<file path="config.mk">
export PLATFORM = sky130hd
export DESIGN_NAME = ovn_ctrl
export DESIGN_NICKNAME = d
export VERILOG_FILES = /design/src/rtl/ovn_pkg.sv /design/src/rtl/ovn_ctrl.sv
export SDC_FILE = /design/constraint.sdc
export NUM_CORES = 1
export LEC_CHECK = 0
export ABC_AREA = 1
export ABC_CLOCK_PERIOD_IN_PS = 2400
export BUFFER_PORTS_ARGS = -buffer_cell sky130_fd_sc_hd__buf_4
export CAP_MARGIN = 20
export CORE_AREA = 2 2 85 67
export DETAILED_ROUTE_END_ITERATION = 10
export DIE_AREA = 0 0 87 69
export PLACE_DENSITY = 0.47
export SLEW_MARGIN = 15
export SYNTH_ARGS = -nofsm -noshare
export SYNTH_HDL_FRONTEND = slang
export SYNTH_SLANG_ARGS = --single-unit
</file>
<file path="constraint.sdc">
create_clock -name clk -period 2.4 [get_ports clk]
set_clock_uncertainty 0.2 [all_clocks]
set_input_delay 0.72 -clock clk [delete_from_list [all_inputs] [get_ports clk]]
set_output_delay 0.72 -clock clk [all_outputs]
set_load 0.03 [all_outputs]
</file>
<file path="src/rtl/ovn_pkg.sv">
// Shared types, codes and constants of the octave value noise block.
`default_nettype none

package ovn_pkg;

  // Divider geometry: divisor, partial remainder, dividend/quotient shift word.
  localparam int DIV_W  = 40;
  localparam int REM_W  = 41;
  localparam int SR_W   = 64;
  localparam int STEP_W = 6;

  // Configuration port geometry.
  localparam int CFG_IDX_W  = 3;
  localparam int CFG_DATA_W = 16;

  // Defaults for the top level parameters.
  localparam int MAX_WIDTH_DEF   = 256;
  localparam int MAX_HEIGHT_DEF  = 256;
  localparam int MAX_OCTAVES_DEF = 16;

  // Register indexes.
  localparam logic [CFG_IDX_W-1:0] REG_WIDTH    = 3'd0;
  localparam logic [CFG_IDX_W-1:0] REG_HEIGHT   = 3'd1;
  localparam logic [CFG_IDX_W-1:0] REG_OCTAVES  = 3'd2;
  localparam logic [CFG_IDX_W-1:0] REG_FALLOFF  = 3'd3;
  localparam logic [CFG_IDX_W-1:0] REG_WDIVISOR = 3'd4;

  // Register reset values.
  localparam logic [8:0]  RST_WIDTH    = 9'd256;
  localparam logic [8:0]  RST_HEIGHT   = 9'd256;
  localparam logic [4:0]  RST_OCTAVES  = 5'd8;
  localparam logic [15:0] RST_FALLOFF  = 16'd128;
  localparam logic [15:0] RST_WDIVISOR = 16'd512;

  // Operation codes.
  localparam logic [1:0] OP_LINE_WR  = 2'd0;
  localparam logic [1:0] OP_PLANE_WR = 2'd1;
  localparam logic [1:0] OP_LINE_Q   = 2'd2;
  localparam logic [1:0] OP_PLANE_Q  = 2'd3;

  // Fixed point constants.
  localparam logic [31:0] ONE_Q16   = 32'h0001_0000;
  localparam logic [23:0] PITCH_MAX = 24'hFF_FFFF;

  // Division jobs run on the shared divider.
  typedef enum logic [2:0] {
    JOB_MODX,
    JOB_MODY,
    JOB_LATQ,
    JOB_WRAP,
    JOB_BLEND,
    JOB_WEIGHT,
    JOB_MEAN
  } job_t;

  // Datapath actions.
  typedef enum logic [3:0] {
    ACT_NONE,
    ACT_INIT,
    ACT_WRITE,
    ACT_LM_T,
    ACT_LA_T,
    ACT_LM_B,
    ACT_LA_B,
    ACT_LM_Y,
    ACT_LA_Y,
    ACT_ACC_M,
    ACT_ACC_A
  } act_t;

  typedef struct packed {
    logic       load;
    logic       div_start;
    job_t       job;
    logic       axis;
    act_t       act;
    logic [1:0] rd_sel;
    logic       cap_en;
    logic [1:0] cap_sel;
  } dp_cmd_t;

  typedef struct packed {
    logic div_done;
    logic is_write;
    logic is_plane;
    logic last_octave;
  } dp_status_t;

endpackage

`default_nettype wire

</file>
<file path="src/rtl/ovn_ctrl.sv">
// Controller: sequences divider jobs, memory reads, lerps and octave sums.
`default_nettype none

module ovn_ctrl import ovn_pkg::*; (
  input  wire logic       clk,
  input  wire logic       rst,
  input  wire logic       start,
  input  wire dp_status_t status,
  output dp_cmd_t         cmd,
  output logic            busy
);

  typedef enum logic [18:0] {
    S_IDLE     = 19'h00001,
    S_DIV_GO   = 19'h00002,
    S_DIV_WAIT = 19'h00004,
    S_WRITE    = 19'h00008,
    S_INIT     = 19'h00010,
    S_RD0      = 19'h00020,
    S_RD1      = 19'h00040,
    S_RD2      = 19'h00080,
    S_RD3      = 19'h00100,
    S_RD4      = 19'h00200,
    S_LM_T     = 19'h00400,
    S_LA_T     = 19'h00800,
    S_LM_B     = 19'h01000,
    S_LA_B     = 19'h02000,
    S_LM_Y     = 19'h04000,
    S_LA_Y     = 19'h08000,
    S_ACC_M    = 19'h10000,
    S_ACC_A    = 19'h20000,
    S_NEXT     = 19'h40000
  } state_t;

  state_t state, state_next;
  job_t   job, job_next;
  logic   axis, axis_next;

  always_ff @(posedge clk) begin
    if (rst) begin
      state <= S_IDLE;
      job   <= JOB_MODX;
      axis  <= 1'b0;
    end else begin
      state <= state_next;
      job   <= job_next;
      axis  <= axis_next;
    end
  end

  assign busy = (state != S_IDLE);

  // Next state and datapath commands.
  always_comb begin
    state_next = state;
    job_next   = job;
    axis_next  = axis;
    cmd        = '0;
    cmd.job    = job;
    cmd.axis   = axis;
    cmd.act    = ACT_NONE;
    case (state)
      S_IDLE: begin
        if (start) begin
          cmd.load   = 1'b1;
          job_next   = JOB_MODX;
          state_next = S_DIV_GO;
        end
      end
      S_DIV_GO: begin
        cmd.div_start = 1'b1;
        state_next    = S_DIV_WAIT;
      end
      S_DIV_WAIT: begin
        if (status.div_done) begin
          case (job)
            JOB_MODX: begin
              job_next   = JOB_MODY;
              state_next = S_DIV_GO;
            end
            JOB_MODY:  state_next = status.is_write ? S_WRITE : S_INIT;
            JOB_LATQ: begin
              job_next   = JOB_WRAP;
              state_next = S_DIV_GO;
            end
            JOB_WRAP: begin
              job_next   = JOB_BLEND;
              state_next = S_DIV_GO;
            end
            JOB_BLEND: begin
              if (status.is_plane && !axis) begin
                axis_next  = 1'b1;
                job_next   = JOB_LATQ;
                state_next = S_DIV_GO;
              end else begin
                state_next = S_RD0;
              end
            end
            JOB_WEIGHT: begin
              axis_next  = 1'b0;
              job_next   = JOB_LATQ;
              state_next = S_DIV_GO;
            end
            default: state_next = S_IDLE;
          endcase
        end
      end
      S_WRITE: begin
        cmd.act    = ACT_WRITE;
        state_next = S_IDLE;
      end
      S_INIT: begin
        cmd.act    = ACT_INIT;
        axis_next  = 1'b0;
        job_next   = JOB_LATQ;
        state_next = S_DIV_GO;
      end
      // Corner reads: address in one cycle, capture in the next.
      S_RD0: begin
        cmd.rd_sel = 2'd0;
        state_next = S_RD1;
      end
      S_RD1: begin
        cmd.rd_sel  = 2'd1;
        cmd.cap_en  = 1'b1;
        cmd.cap_sel = 2'd0;
        state_next  = S_RD2;
      end
      S_RD2: begin
        cmd.rd_sel  = 2'd2;
        cmd.cap_en  = 1'b1;
        cmd.cap_sel = 2'd1;
        state_next  = status.is_plane ? S_RD3 : S_LM_T;
      end
      S_RD3: begin
        cmd.rd_sel  = 2'd3;
        cmd.cap_en  = 1'b1;
        cmd.cap_sel = 2'd2;
        state_next  = S_RD4;
      end
      S_RD4: begin
        cmd.cap_en  = 1'b1;
        cmd.cap_sel = 2'd3;
        state_next  = S_LM_T;
      end
      S_LM_T: begin
        cmd.act    = ACT_LM_T;
        state_next = S_LA_T;
      end
      S_LA_T: begin
        cmd.act    = ACT_LA_T;
        state_next = status.is_plane ? S_LM_B : S_ACC_M;
      end
      S_LM_B: begin
        cmd.act    = ACT_LM_B;
        state_next = S_LA_B;
      end
      S_LA_B: begin
        cmd.act    = ACT_LA_B;
        state_next = S_LM_Y;
      end
      S_LM_Y: begin
        cmd.act    = ACT_LM_Y;
        state_next = S_LA_Y;
      end
      S_LA_Y: begin
        cmd.act    = ACT_LA_Y;
        state_next = S_ACC_M;
      end
      S_ACC_M: begin
        cmd.act    = ACT_ACC_M;
        state_next = S_ACC_A;
      end
      S_ACC_A: begin
        cmd.act    = ACT_ACC_A;
        state_next = S_NEXT;
      end
      // After the last octave only the mean is left to divide.
      S_NEXT: begin
        job_next   = status.last_octave ? JOB_MEAN : JOB_WEIGHT;
        state_next = S_DIV_GO;
      end
      default: state_next = S_IDLE;
    endcase
  end

endmodule

`default_nettype wire
</file>
==> impl_metrics.ini, run 1 <==
[worst_setup_path]
path_buf_inv = 3
crit_slowest_cell = dfxtp_2
critical_path.reg2reg.startpoint = state[7]
worst_path_largest_cell_delay_ps = 350
path_cells = nor2_4, nand2_2, nor2_4, buf_12, nand2_8, inv_4, nand4_1, nand4_1, buf_6
setup.worst_path.end_class = output port
cp_max_fo = 3
worstPathRequired_ps = 1480
worstPathArrival_ps = 1650
cpLargestDelayFamily = simple AND/OR/NAND/NOR gates
path_class = reg -> out
critPathLaunch = state[7]
start_kind = register

[synth]
synthCells = 242
yosys.area.top_type = dfxtp_1
syn_nets = 249
synth-seq-cells = 23
yosysWarnings = 0
syn_area_mm2 = 0.00161
yosysTopAreaCellShare_pct = 28.7
ys_seq_area_share_pct = 28.7
synth.area.top_cells = dfxtp_1, inv_1, nand2_1
syn_avg_cell_area_um2 = 6.64
synth_cell_types = 32

[clock_network]
cts_htree_levels = 1
path_clk_slew_ps = 90
clock-sinks = 23
root_buffer = clkbuf_8
clk_latency_ps = 280
cts_buffers = 3
clk_path_buf_depth = 2
cts_tree = yes

[drt]
highest_layer = met4
met1_length_um = 2280
first_pass_iters = 4
viasPerCell = 4.66
wl_met3_um = 312
vias = 1642
wl_per_cell_um = 12.8
first_iter_violations = 69
drt.antenna.violating_nets = 0
route.met2.wl_um = 1880
drc = 0
wl_um = 4520

[global_route]
grt-ovfl-total = 0
grt_pass1_wl_um = 7260
antenna_found_initial = 0
first_global_vias = 1496
grt_start_max_net_pins = 16
track_usage_pct = 15.4

[sta]
relSlewSlack_pct = 74.7
hold_violations = 0
finalSetupViolCount = 9
finalMaxSlewViolations = 0
fin_tns_setup_ps = -1010
final.period_utilization_pct = 107
fin_ws_ps = -169
worstMarginPinSlew_ps = 376
rsz0062_at_grt = true
fmax_mhz = 389
fin_crit_ps = 2570

[floorplanning]
num_rows = 23
die_w_um = 87
dieArea_mm2 = 0.00600
die_h_um = 69
ioPinCount = 23
core_area_mm2 = 0.00515
start_util_pct = 31.2

[placement]
dp.cells = 337
place_congestion = 0.799
hpwl_um = 3390
io_buffers = 22

[pwr]
power_density_mw_per_mm2 = 820
cellLeakagePower_nw = 1.22
total_power_mw = 1.85
irDropWorstVdd_mv = 0.493

[layout]
area_growth_pct = 40.2
diodes = 0
drive_gt1_share_pct = 45.9
instances_no_fill = 352
fin_nets = 298

[run_status]
violations = negative setup slack
status = complete, but fails checks

[hold_path]
min-delay-start = job[2]
hp-class = reg -> reg

[run]
cap_viol_max_count = 0
-- final timing paths --
| check | to | slack [ps] | cells after the start |
|---|---|---|---|
| worst max-delay path | cmd[6] | -170 | 9 |
| worst min-delay path | job[2] | 330 | 2 |
| worst max register to register | state[0] | 290 | 13 |
| worst min register to register | job[2] | 330 | 2 |
-- area by class of cell --
class / instances / area (µm²)
fill: 525 / 2900
clock buffer: 4 / 45.0
sequential: 23 / 480
multi-input combinational: 163 / 1040
timing repair buffer: 48 / 407
tap: 62 / 77.6
inverter: 52 / 205
-- kinds of logic after synthesis --
| family | after synthesis | synth area share [%] |
|---|---|---|
| compound gates | 11 | 3.82 |
| buf+inv | 56 | 15.2 |
| flops | 23 | 28.7 |
| simple gates | 152 | 52.3 |
-- what timing repair did --
item                                    in CTS  in global routing
cloned                                       0                  0
gates resized for setup                     47                 18
pin swaps                                   14                 11
hold buffers                                 0                  0
endpoints found under the setup margin      12                 12
buffers inserted                             7                  4
-- registers in the layout, summed over array words and instances (netlist names) --
| register | count |
|---|---|
| state | 19 |
| job | 3 |
| axis | 1 |
-- cells in the mapped netlist, drive strengths merged --
cell    number
nor4         3
o21a         1
o21ai        3
nor2        47
nand3b       6
nand3       23
nand4        7
dfxtp       23
inv         52
nand2       48
o21bai       1
a21oi        5
nor3        17
buf          4
and2         1
a31oi        1
-- per-layer routing --
metal	global-route usage (%)	vias to the layer above
met1	22.9	737
met2	22.5	45
li1	-	855
met5	0	-
met3	3.23	5
met4	3.47	0
-- layout by cell type, fill, tap and decap left out, types with 2 or more instances in the layout --
cell type,synthesis,final
a21oi_1,5,5
buf_4,1,38
buf_6,1,9
clkbuf_8,0,3
dfxtp_1,23,9
dfxtp_2,0,13
inv_1,44,39
inv_2,7,10
inv_4,0,2
nand2_1,39,26
nand2_2,5,16
nand2_4,3,4
nand2_8,1,2
nand3_1,19,17
nand3_2,3,4
nand3_4,1,2
nand3b_1,2,2
nand3b_2,4,4
nand4_1,5,5
nand4_2,2,2
nor2_1,35,30
nor2_2,7,5
nor2_4,4,11
nor3_1,17,15
nor3_2,0,2
nor4_1,3,2
o21ai_0,2,2
-- tightest hold or removal path, stage by stage, from the launching register on --
cell and delay, ps:
dfxtp_1 350, nor2_1 100, nor2_1 50
-- report_power, final --
part | total, mW | internal (mW) | switching (mW)
clock network | 0.265 | 0.119 | 0.145
registers | 0.477 | 0.430 | 0.0464
logic | 1.11 | 0.436 | 0.669
total | 1.85 | 0.986 | 0.861
-- metrics by stage --
step                      setup WS (ps)  hold slack (ps)  utilization, %  cell area (µm²)
after floorplan                   -89.1              334               -             1610
after global placement             30.6              329            37.6             1940
after detailed placement          -8.01              325            37.6             1940
after CTS                          -157              338            42.1             2170
after global routing               -246              387            43.7             2250
final                              -169              334            43.7             2250
No activity file was read; power rests on OpenSTA's default activity.
==> run 2, diff against run 1 <==
--- a/config.mk
+++ b/config.mk
@@ -5,13 +5,12 @@
 export SDC_FILE = /design/constraint.sdc
 export NUM_CORES = 1
 export LEC_CHECK = 0
-export ABC_AREA = 1
 export ABC_CLOCK_PERIOD_IN_PS = 2400
-export BUFFER_PORTS_ARGS = -buffer_cell sky130_fd_sc_hd__buf_4
+export BUFFER_PORTS_ARGS = -buffer_cell sky130_fd_sc_hd__buf_2
 export CAP_MARGIN = 20
-export CORE_AREA = 2 2 85 67
+export CORE_AREA = 2 2 79 62
 export DETAILED_ROUTE_END_ITERATION = 10
-export DIE_AREA = 0 0 87 69
+export DIE_AREA = 0 0 81 64
 export PLACE_DENSITY = 0.47
 export SLEW_MARGIN = 15
 export SYNTH_ARGS = -nofsm -noshare
==> run 2 against run 1 <==
Compared with the run above:
- the run still ends with negative setup slack left
- global-route usage is 3.1 points higher
- final area grew 4.2%
- non-clock buffer count is 37 higher
- sequential power fell by 4.8%
- highest routed layer unchanged
- combinational power hardly changed
- synthesized cell count down 29%
- total power down 0.42%
- critical path depth shrank 3
- largest power group unchanged
- largest cell class unchanged
==> impl_metrics.ini, run 2 <==
[floorplanning]
ioPinCount = 23
num_rows = 21
start_util_pct = 31.4
die_h_um = 64
die_w_um = 81
core_area_mm2 = 0.00436
dieArea_mm2 = 0.00518

[global_route]
grt-ovfl-total = 0
grt_start_max_net_pins = 15
grt_pass1_wl_um = 7380
first_global_vias = 1522
antenna_found_initial = 0
track_usage_pct = 18.4

[synth]
yosys.area_share.simple_pct = 43.2
synth-compound-area-share_pct = 14.7
synth-main-ff-cell = dfxtp_1
ys_seq_area_share_pct = 33.6
synth-xor-area-share_pct = 3.20
synth_cell_types = 45
async_reset_ff_share_pct = 0
synth_top_cells_by_count = nor2_1, dfxtp_1, nand2_1, nand4_1, inv_1
yosys.area.top_type = dfxtp_1
synth.area.top_cells = dfxtp_1, nor2_1, nand4_1
synthCells = 173
yosysWarnings = 0
synth-edff-count = 0
syn_nets = 180
synth.most_common_cell = nor2_1
synth_top_family_by_area = simple AND/OR/NAND/NOR gates
synth_mux_area_share_pct = 0
yosysTopAreaCellShare_pct = 33.6
synth-seq-cells = 23
synthAdderAreaFrac_pct = 0
syn_avg_cell_area_um2 = 7.91
syn_area_mm2 = 0.00137

[worst_setup_path]
worstPathArrival_ps = 2510
path_cells = or4_4, or2_4, or3_4, or4b_4, nand4_1, buf_6
worst_path_largest_cell_delay_ps = 530
path_class = reg -> out
cp_max_fo = 4
setup.worst_path.end_class = output port
rrSetupSlack_ps = -220
crit_slowest_cell = or4_4
path_buf_inv = 1
worstPathRequired_ps = 1480
start_kind = register
cpLargestDelayFamily = simple AND/OR/NAND/NOR gates

[sta]
worstMarginPinSlew_ps = 415
hold_ws_ps = 316
rsz0062_at_grt = true
fmax_mhz = 292
final.period_utilization_pct = 143
fin_crit_ps = 3430
finalMaxSlewViolations = 0
relSlewSlack_pct = 72.0
hold_violations = 0
fin_ws_ps = -1030
fin_tns_setup_ps = -10320
finalSetupViolCount = 32

[drt]
drc = 0
wl_per_cell_um = 14.4
vias = 1617
wl_um = 4490
viasPerCell = 5.17
first_iter_violations = 159
first_pass_iters = 4
drt.antenna.violating_nets = 0

[clock_network]
path_clk_slew_ps = 80
cts_htree_levels = 1
clk_path_buf_depth = 2
cts_tree = yes
clk_latency_ps = 260
hold_buffers = 0
root_buffer = clkbuf_8
cts_buffers = 3
clock-sinks = 23

[layout]
final_cell_mix = buf_4, nor2_1, dfxtp_1
final_common_cell = buf_4
largest_reg_flops = 19
biggestRegsByFlops = state: 19 flops, job: 3 flops, axis: 1 flops
fin_nets = 264
diodes = 0
fillCellCount = 421
fin_util_pct = 53.8
top_register = state
area_growth_pct = 71.5
drive_gt1_share_pct = 50.4

[pwr]
cellLeakagePower_nw = 1.01
power_density_mw_per_mm2 = 783
irDropWorstVdd_mv = 0.392

[placement]
pre_cts_slack_ps = -761
hpwl_um = 3440
place_congestion = 0.863
io_buffers = 22

[run_status]
violations = negative setup slack
status = complete, but fails checks

[run]
cap_viol_max_count = 0

[hold_path]
hp-class = reg -> reg
## run 2: cell count changes in the layout (fill, tap and decap cells not counted), sizes merged, moves of 4 or more
cell and delta:
inv -43, nor2b +5, nor4b +5, nor4 +4, nand3 -20, buf +37, or4 +7, nor3 -10
nand2 -36, nor2 -18
## run 2: routing by layer
metal	up-vias	part of all wire (%)	track usage, %
li1	809	-	-
met1	760	48	26.6
met2	44	46	28.5
met3	4	4.9	2.97
met4	0	0.89	4.66
met5	-	0	0
## run 2: through the flow
step | power [mW] | instances | instance area [µm²]
floorplan | 0.992 | 173 | 1450
global placement | 1.30 | 296 | 1980
detailed placement | 1.31 | 296 | 1980
CTS | 1.76 | 307 | 2250
global route | 1.96 | 313 | 2350
finish | 1.84 | 313 | 2350
## run 2: timing repair
item	in CTS	in global routing
setup buffers	7	6
pin swaps	15	13
setup endpoints to repair	22	35
gates resized for setup	44	13
## run 2: worst reg2reg max path, cell delays in order (launching register included)
cell	delay, ps
dfxtp_2	330
or4_4	530
buf_4	150
buf_6	120
nor4_4	130
buf_4	160
buf_4	100
nand4_1	170
buf_6	200
o311ai_4	80
buf_4	180
a21oi_1	60
nor2_1	140
## run 2: cells by family after synthesis
logic type / Yosys count
buffers and inverters: 15
AOI/OAI and AO/OA: 27
and+or+nand+nor: 103
xor gates and xnor gates: 5
DFF: 23
## run 2: final cells by class
class,instances,area [µm²],area share [%]
multi-input combinational,135,1040,44.3
timing repair buffer,85,689,29.4
sequential,23,463,19.7
tap,57,71.3,3.04
clock buffer,3,41.3,1.76
inverter,9,33.8,1.44
clock inverter,1,7.51,0.320
## run 2: where the power goes
| part | switching, mW | internal (mW) | total (mW) |
|---|---|---|---|
| registers | 0.0344 | 0.420 | 0.454 |
| logic | 0.541 | 0.598 | 1.14 |
| clock network | 0.129 | 0.117 | 0.246 |
## run 2: final timing paths
check / from / endpoint / depth (start not counted)
max: state[0] / cmd[6] / 6
min: axis / axis / 2
min reg2reg: axis / axis / 2
max reg2reg: state[0] / job[0] / 12
==> run 3, diff against run 2 <==
--- a/config.mk
+++ b/config.mk
@@ -5,13 +5,11 @@
 export SDC_FILE = /design/constraint.sdc
 export NUM_CORES = 1
 export LEC_CHECK = 0
-export ABC_CLOCK_PERIOD_IN_PS = 2400
 export BUFFER_PORTS_ARGS = -buffer_cell sky130_fd_sc_hd__buf_2
 export CAP_MARGIN = 20
 export CORE_AREA = 2 2 79 62
 export DETAILED_ROUTE_END_ITERATION = 10
 export DIE_AREA = 0 0 81 64
-export PLACE_DENSITY = 0.47
 export SLEW_MARGIN = 15
 export SYNTH_ARGS = -nofsm -noshare
 export SYNTH_HDL_FRONTEND = slang
==> run 3 against run 2 <==
Compared with the run above:
- the flow still finishes with violations (negative setup slack)
- routed wire length is 1.5% lower
- first-iteration DRC count is 42% higher
- total power is 5.5% lower
- core utilization down 1.8 points
- clock power is essentially flat
- critical path depth did not move
- final area shrank 3.4%
- count of clock-buffer cells in the layout unchanged
- combinational power decreased by 9%
- largest cell class unchanged
- highest routed layer unchanged
==> impl_metrics.ini, run 3 (synthesized netlist as in run 2, its figures left out) <==
[clock_network]
cts_htree_levels = 1
clk_path_buf_depth = 2
clk_latency_ps = 260
cts_buffers = 3
path_clk_slew_ps = 80
cts_tree = yes
root_buffer = clkbuf_8
clock-sinks = 23

[pwr]
cellLeakagePower_nw = 1.01
total_power_mw = 1.74
irDropWorstVdd_mv = 0.340
power_density_mw_per_mm2 = 766

[placement]
place_congestion = 0.819
placed_area_mm2 = 0.00196
hpwl_um = 3170
io_buffers = 22

[drt]
first_pass_iters = 4
vias = 1623
viasPerCell = 5.24
met1_length_um = 2030
wl_um = 4430
drc = 0
wl_per_cell_um = 14.3
drt.antenna.violating_nets = 0
first_iter_violations = 226
wl_met3_um = 281
route.met2.wl_um = 2020
highest_layer = met4

[global_route]
grt-ovfl-total = 0
track_usage_pct = 17.5
grt_pass1_wl_um = 7010
first_global_vias = 1447
antenna_found_initial = 0
grt_start_max_net_pins = 14

[worst_setup_path]
worstPathArrival_ps = 2450
setup.worst_path.end_class = output port
cpLargestDelayFamily = simple AND/OR/NAND/NOR gates
worstPathRequired_ps = 1480
path_class = reg -> out
worst_path_largest_cell_delay_ps = 530
cp_max_fo = 3
start_kind = register
crit_slowest_cell = or4_4
path_buf_inv = 1
path_cells = or4_4, or2_4, or3_4, or4b_4, nand4_1, buf_6

[layout]
area_growth_pct = 65.7
biggestRegsByFlops = state: 19 flops, job: 3 flops, axis: 1 flops
drive_gt1_share_pct = 48.6
fin_nets = 261
final_area_mm2 = 0.00227
largest_reg_flops = 19
fillCellCount = 415
final_cell_mix = buf_4, nor2_1, dfxtp_1
top_register = state
diodes = 0
final_common_cell = buf_4

[floorplanning]
die_w_um = 81
num_rows = 21
core_area_mm2 = 0.00436
ioPinCount = 23
start_util_pct = 31.4
die_h_um = 64
dieArea_mm2 = 0.00518

[sta]
hold_violations = 0
finalMaxSlewViolations = 0
final.period_utilization_pct = 140
finalSetupViolCount = 35
fin_ws_ps = -972
worstMarginPinSlew_ps = 406
relSlewSlack_pct = 72.6
rsz0062_at_grt = true
hold_ws_ps = 314
fin_crit_ps = 3370
fmax_mhz = 297

[run]
cap_viol_max_count = 0

[run_status]
status = complete, but fails checks
violations = negative setup slack

[hold_path]
hp-class = reg -> reg
-- run 3: layer usage --
layer / up-vias / global-route usage [%]
met1: 753 / 25.1
li1: 804 / -
met2: 57 / 26.9
met4: 0 / 5.30
met5: - / 0
met3: 9 / 2.68
-- run 3: final timing paths --
kind              slack, ps   endpoint  startpoint  cells after the start
hold reg to reg         310       axis        axis                      2
hold / removal          310       axis        axis                      2
setup reg to reg       -150  state[10]    state[0]                     10
setup / recovery       -970     cmd[6]    state[0]                      6
-- run 3: per-stage QoR --
step	std cells	TNS, ps	utilization [%]	setup slack, ps
after floorplan	173	-6700	-	-826
after global placement	296	-7090	45.0	-715
after detailed placement	296	-6730	45.0	-732
after CTS	309	-10800	50.9	-963
after global routing	310	-14610	52.0	-1030
final	310	-11360	52.0	-972
-- run 3: report_power, final --
| part | switching, mW | internal, mW | total, mW | leakage, nW |
|---|---|---|---|---|
| combinational | 0.499 | 0.541 | 1.04 | 0.793 |
| sequential | 0.0362 | 0.418 | 0.454 | 0.188 |
| clock | 0.127 | 0.116 | 0.243 | 0.0255 |
-- run 3: cell type report --
cell class	instances	area [µm²]	area share, %
sequential	23	464	20.5
clock buffer	3	41.3	1.82
tap	57	71.3	3.14
inverter	9	33.8	1.49
clock inverter	1	5.00	0.221
multi-input combinational	135	997	44.0
timing repair buffer	82	656	28.9
-- run 3: timing repair --
item                                    CTS  global route
pin swaps                                11             3
endpoints found under the setup margin   32            35
resized for setup                        28            11
gates cloned                              1             0
hold buffers                              0             0
setup buffers                             8             1
-- run 3: worst min-delay path, stage by stage (launching register included) --
cell and delay (ps):
dfxtp_1 320, o311ai_0 80, a21oi_1 70
